[src/design/hbks_pkg.sv]
// Shared constants, codes and types of the hashed bucket key set.
// Used by the controller, the datapath and the top level.
package hbks_pkg;

    localparam int BUCKETS   = 256;
    localparam int WAYS      = 4;
    localparam int KEY_BYTES = 8;

    localparam int BUCKET_W  = $clog2(BUCKETS);
    localparam int WAY_W     = $clog2(WAYS);
    localparam int KEY_W     = 64;
    localparam int LEN_W     = 4;
    localparam int OP_W      = 2;
    localparam int CNT_W     = 2;

    // Two key bytes go through the hash per cycle.
    localparam int HASH_BYTES_PER_STEP = 2;

    localparam logic [KEY_W-1:0] HASH_SEED  = 64'd5381;
    localparam int               HASH_SHIFT = 5;

    localparam logic [OP_W-1:0] OP_INSERT = 2'd0;
    localparam logic [OP_W-1:0] OP_FIND   = 2'd1;
    localparam logic [OP_W-1:0] OP_REMOVE = 2'd2;

    typedef enum logic [2:0] {
        ST_INSERTED  = 3'd0,
        ST_PRESENT   = 3'd1,
        ST_FULL      = 3'd2,
        ST_FOUND     = 3'd3,
        ST_NOT_FOUND = 3'd4,
        ST_REMOVED   = 3'd5
    } t_status;

    localparam int STATUS_W     = 3;
    localparam int OUT_BUCKET_W = 8;
    localparam int OUT_SLOT_W   = 2;

    localparam int IN_FIELDS_W  = OP_W + KEY_W + LEN_W;
    localparam int IN_DATA_W    = ((IN_FIELDS_W + 7) / 8) * 8;
    localparam int OUT_FIELDS_W = STATUS_W + KEY_W + OUT_BUCKET_W + OUT_SLOT_W;
    localparam int OUT_DATA_W   = ((OUT_FIELDS_W + 7) / 8) * 8;
    localparam int OUT_PAD_W    = OUT_DATA_W - OUT_FIELDS_W;

    typedef struct packed {
        logic [LEN_W-1:0] len;
        logic [KEY_W-1:0] key;
    } t_way;

    typedef t_way [WAYS-1:0] t_row;

    typedef struct packed {
        logic load;
        logic hash_step;
        logic read_en;
        logic update_en;
    } t_dp_cmd;

    typedef struct packed {
        logic hash_last;
        logic out_free;
    } t_dp_stat;

endpackage

[src/design/hbks_ctrl.sv]
// Controller of the hashed bucket key set: sequences hash, row read and update.
// Depends on hbks_pkg for the command and status structs.
module hbks_ctrl (
    input  logic               i_clk,
    input  logic               i_rst_n,
    input  logic               i_in_valid,
    output logic               o_in_ready,
    input  hbks_pkg::t_dp_stat i_stat,
    output hbks_pkg::t_dp_cmd  o_cmd
);
    import hbks_pkg::*;

    typedef enum logic [3:0] {
        S_IDLE   = 4'b0001,
        S_HASH   = 4'b0010,
        S_READ   = 4'b0100,
        S_UPDATE = 4'b1000
    } t_state;

    t_state r_state;
    t_state n_state;

    always_comb begin
        n_state         = r_state;
        o_cmd           = '0;
        o_in_ready      = 1'b0;
        case (r_state)
            S_IDLE: begin
                o_in_ready = 1'b1;
                if (i_in_valid) begin
                    o_cmd.load = 1'b1;
                    n_state    = S_HASH;
                end
            end
            S_HASH: begin
                o_cmd.hash_step = 1'b1;
                if (i_stat.hash_last) begin
                    n_state = S_READ;
                end
            end
            S_READ: begin
                o_cmd.read_en = 1'b1;
                n_state       = S_UPDATE;
            end
            S_UPDATE: begin
                // hold until the output register can take the result
                if (i_stat.out_free) begin
                    o_cmd.update_en = 1'b1;
                    n_state         = S_IDLE;
                end
            end
            default: begin
                n_state = S_IDLE;
            end
        endcase
    end

    always_ff @(posedge i_clk) begin
        if (!i_rst_n) begin
            r_state <= S_IDLE;
        end else begin
            r_state <= n_state;
        end
    end

endmodule

[config.mk]
export PLATFORM = sky130hd
export DESIGN_NAME = hbks_ctrl
export DESIGN_NICKNAME = d
export VERILOG_FILES = /design/src/design/hbks_pkg.sv /design/src/design/hbks_ctrl.sv
export SDC_FILE = /design/constraint.sdc
export NUM_CORES = 1
export LEC_CHECK = 0
export BUFFER_PORTS_ARGS = -buffer_cell sky130_fd_sc_hd__buf_4
export CAP_MARGIN = 20
export CORE_AREA = 2 2 39 41
export DETAILED_ROUTE_END_ITERATION = 7
export DIE_AREA = 0 0 41 43
export PLACE_DENSITY = 0.46
export SYNTH_ARGS = -nofsm -noshare
export SYNTH_HDL_FRONTEND = slang
export SYNTH_SLANG_ARGS = --single-unit
[constraint.sdc]
create_clock -name i_clk -period 1 [get_ports i_clk]
set_input_delay 0.2 -clock i_clk [delete_from_list [all_inputs] [get_ports i_clk]]
set_output_delay 0.2 -clock i_clk [all_outputs]
set_load 0.02 [all_outputs]
=== Word level (Yosys, flattened, before mapping) ===
Index checks and enable logic that the tools add are counted.

* Reductions and logical operators: 1
* Eq/ne operators: 7
* Multiplexer cells: 11

{| class="wikitable"
|+ Operators with widths
! cell !! count
|-
| $pmux 4 s4 || 1
|-
| $mux 4 || 3
|-
| $mux 1 || 7
|-
| $ne 2x2->1 const B || 3
|-
| $eq 4x1->1 const B || 1
|-
| $eq 4x2->1 const B || 1
|-
| $eq 4x3->1 const B || 1
|-
| $eq 4x4->1 const B || 1
|-
| $reduce_and 3->1 || 1
|}

* Output and inout port bits: 5
* Register bits after elaboration: 4
* Input bits: 5

=== Logic depth before layout (Yosys ltp) ===
* Depth in word-level cells: 3
* Gate-level depth with buffers: 5
* Depth with buffers taken out: 4

=== Worst setup path after synthesis ===
OpenSTA, ideal clock, no wires.

* Path kind: reg2out
* From: register r_state[1]
* To: output o_cmd[0] (netlist bit)
* Setup slack: -0.489 ns
* Data required time: 0.800 ns
* Data arrival time: 1.289 ns
* Stages on the path, launching flop included: 4
* Path through: dfxtp_1 > buf_6 > or2_1 > nor4_1

{| class="wikitable"
|+ RTL lines
! what !! RTL line !! RTL
|-
| from (decl) || hbks_ctrl.sv:20 || <nowiki>t_state r_state;</nowiki>
|-
| from (signal assigned) || hbks_ctrl.sv:62 || <nowiki>r_state <= n_state;</nowiki>
|-
| to (decl) || hbks_ctrl.sv:9 || <nowiki>output hbks_pkg::t_dp_cmd o_cmd</nowiki>
|}

==> results by group <==
Outcome
  – Status: complete, but fails checks
  – Failing checks: negative setup slack

Route
  – Vias: roughly 320
  – Drt pass-1 iters: 4
  – Routed WL per cell: around 14 µm
  – Initial DRC Count: 4
  – Post-DRT Antenna Nets: 0
  – DR vias/cell: 4.80
  – DRC: 0
  – Drt total wl: roughly 910 µm

Worst setup path
  – R2R depth: 5
  – FF-to-FF End: r_state[0]
  – Crit Path Max Fanout: 5
  – CP Capture Type: output port
  – Reg-to-Reg Start: r_state[1]
  – Worst setup path class: reg2out
  – CP Launch Type: flop
  – Worst EP arrival: around 1.2 ns
  – R2R setup slack: -0.18 ns
  – Worst Path Required: 0.80 ns

Power and ir drop
  – Switching share of power: 0.296
  – Clock network power share: 0.368
  – Max VDD drop: ~0.52 mV
  – Static Leak: approximately 0.24 nW
  – Psw: 0.000171 W
  – Combinational power share: 0.321
  – Pint: a little over 0.0004 W
  – Power per cell area: roughly 1000 nW/µm²
  – Reg power frac: 0.312

GRT
  – Maximum number of pins on one net before global-route repair: 6
  – First-pass GRT wire length: approximately 1.5 mm
  – Gr usage total: 0.132
  – Total grt overflow: 0
  – Vias in the first global route: ~330
  – Antenna violations before repair: 0

Placement
  – Placed cells: a little under 60
  – PortBufs: 9
  – Placement Setup Slack: -0.180 ns
  – GP Congestion: around 0.76
  – Detailed placement HPWL: about 570 µm

Logic synthesis
  – Mapped Nets: 33
  – Synth Warn #: 0
  – Sequential-to-total area share from yosys stat: 0.317
  – EDFF count, synth: 0
  – Library cells used by synthesis: 23
  – Avg Inst Size Synth: ~9 µm²
  – #FFs+latches synth: 4
  – Asr flop ratio synth: 0
  – Cell area after synthesis: roughly 250 µm²
  – Top_reg_cell synth: dfxtp_1
  – Post-synthesis instance total: 28

CTS
  – CTS tree: done
  – Hold_buf cts: 0
  – CTS H-tree lvls: 1
  – Clk_lat worst skew: 0.24 ns
  – TritonCTS Buffers: 3
  – Worst-path clk slew: 0.05 ns
  – Clock Sinks: 4
  – Root Driver: clkbuf_4
  – Max Buffers Root-to-Sink: 2

STA
  – Worst relative slew slack: 0.824
  – Final hold vios: 0
  – Setup Skew: approximately 0.013 ns
  – Setup violations, final: 9
  – Crit share post-route: 1.44
  – Fin worst setup slack: -0.445 ns
  – Worst-Margin Slew: ~0.26 ns
  – Unrepaired setup endpoints after global routing: true
  – Final worst path period need: between 1 and 1.5 ns
  – Setup_tns: -2.52 ns
  – Fmax: a little under 0.7 GHz
  – Number of max-slew violations in the final report: 0

Layout
  – Most frequent cells in the layout: buf_4, buf_6, clkbuf_4, dfxtp_4
  – Biggest regs: r_state x4
  – Share of layout cells above drive strength 1: 0.840
  – Register area: 92.6 µm²
  – Most common cell after layout, fill and taps aside: buf_4
  – Non-filler cells, final: 66
  – Final nets: 57
  – FILL cells: between 100 and 150
  – Most flop-heavy register: r_state
  – Area growth, synth to finish: 118%
  – Max reg flops: 4
  – # diodes: 0
  – Area of the multi-input gates: around 240 µm²

Hold path
  – Hold path depth: 3
  – HP Class: in2reg
  – Worst hold endpoint: r_state[1]
  – Hold path start: i_rst_n

Die
  – IO Count: 10
  – Num rows: 14
  – Initial Util: 0.183
  – Core area: 1380 µm²
  – Die area: 1760 µm²
  – DIE HEIGHT: roughly 43 µm
  – Die X: 41 µm

Job
  – Max-Cap Viols: 0
-- kinds of logic after synthesis --
kind of cell / Yosys count / synth area share
AND/OR/NAND/NOR: 13 / 0.386
AO/OA/AOI/OAI: 5 / 0.129
flip-flops: 4 / 0.317
buffers and inverters: 4 / 0.0891
XOR/XNOR: 1 / 0.0347
multiplexers: 1 / 0.0446
-- stage by stage --
| step | hold slack (ns) | instance area [µm²] | total power, W | utilization |
|---|---|---|---|---|
| finish | 0.210 | 551 | 0.000576 | 0.398 |
| global route | 0.214 | 551 | 0.000605 | 0.398 |
| CTS | 0.194 | 519 | 0.000558 | 0.375 |
| detailed placement | 0.443 | 407 | 0.000302 | 0.294 |
| global placement | 0.434 | 407 | 0.000301 | 0.294 |
| floorplan | 0.312 | 285 | 0.000250 | - |
-- timing repair --
action	in CTS	in global routing
resized for setup	18	3
gates cloned	0	0
pin swaps	9	3
endpoints found under the setup margin	9	9
setup buffers	4	3
hold endpoints to repair	0	0
-- synthesized netlist by cell type (all sizes together) (2+ instances only) --
| master | n | area (µm²) |
|---|---|---|
| nor4b | 2 | 23.8 |
| dfxtp | 4 | 80.1 |
| nor3b | 3 | 27.5 |
| and3 | 2 | 13.8 |
| inv | 3 | 11.3 |
-- routing by layer --
| layer | vias to the layer above | GRT usage | share of wire |
|---|---|---|---|
| li1 | 148 | - | - |
| met1 | 155 | 0.135 | 0.37 |
| met2 | 10 | 0.216 | 0.57 |
| met3 | 4 | 0.0157 | 0.031 |
| met4 | 0 | 0.120 | 0.028 |
| met5 | - | 0 | 0 |
-- power groups by stage --
stage                     Sequential [W]  Clock [W]  Combinational [W]
after detailed placement        0.000184          0           0.000119
final                           0.000180   0.000212           0.000185
after global placement          0.000183          0           0.000119
after global routing            0.000181   0.000227           0.000198
after floorplan                 0.000179          0          0.0000707
after CTS                       0.000180   0.000215           0.000163
-- final cells by class --
type	instances	area share
Tap cell	16	0.0364
Multi-Input combinational cell	20	0.427
Inverter	3	0.0205
Sequential cell	4	0.168
Timing Repair Buffer	20	0.307
Clock buffer	3	0.0409
-- worst max path at each step --
stage | start | slack, ns | end | cells after the start
2_1_floorplan | r_state[1] | -0.26 | r_state[0] | 5
3_3_place_gp | r_state[1] | -0.16 | o_cmd[0] | 3
4_1_cts | r_state[2] | -0.41 | o_cmd[3] | 4
3_5_place_dp | r_state[1] | -0.18 | o_cmd[0] | 3
6_report | r_state[1] | -0.44 | o_cmd[3] | 4
5_1_grt | r_state[1] | -0.48 | o_cmd[3] | 4
-- critical path: stages (launching register included) --
cell     delay, ns
dfxtp_4       0.36
nor4b_4       0.29
nand2_1       0.14
inv_2         0.09
buf_6         0.11
Note: power is estimated with default switching activity, not from simulation.
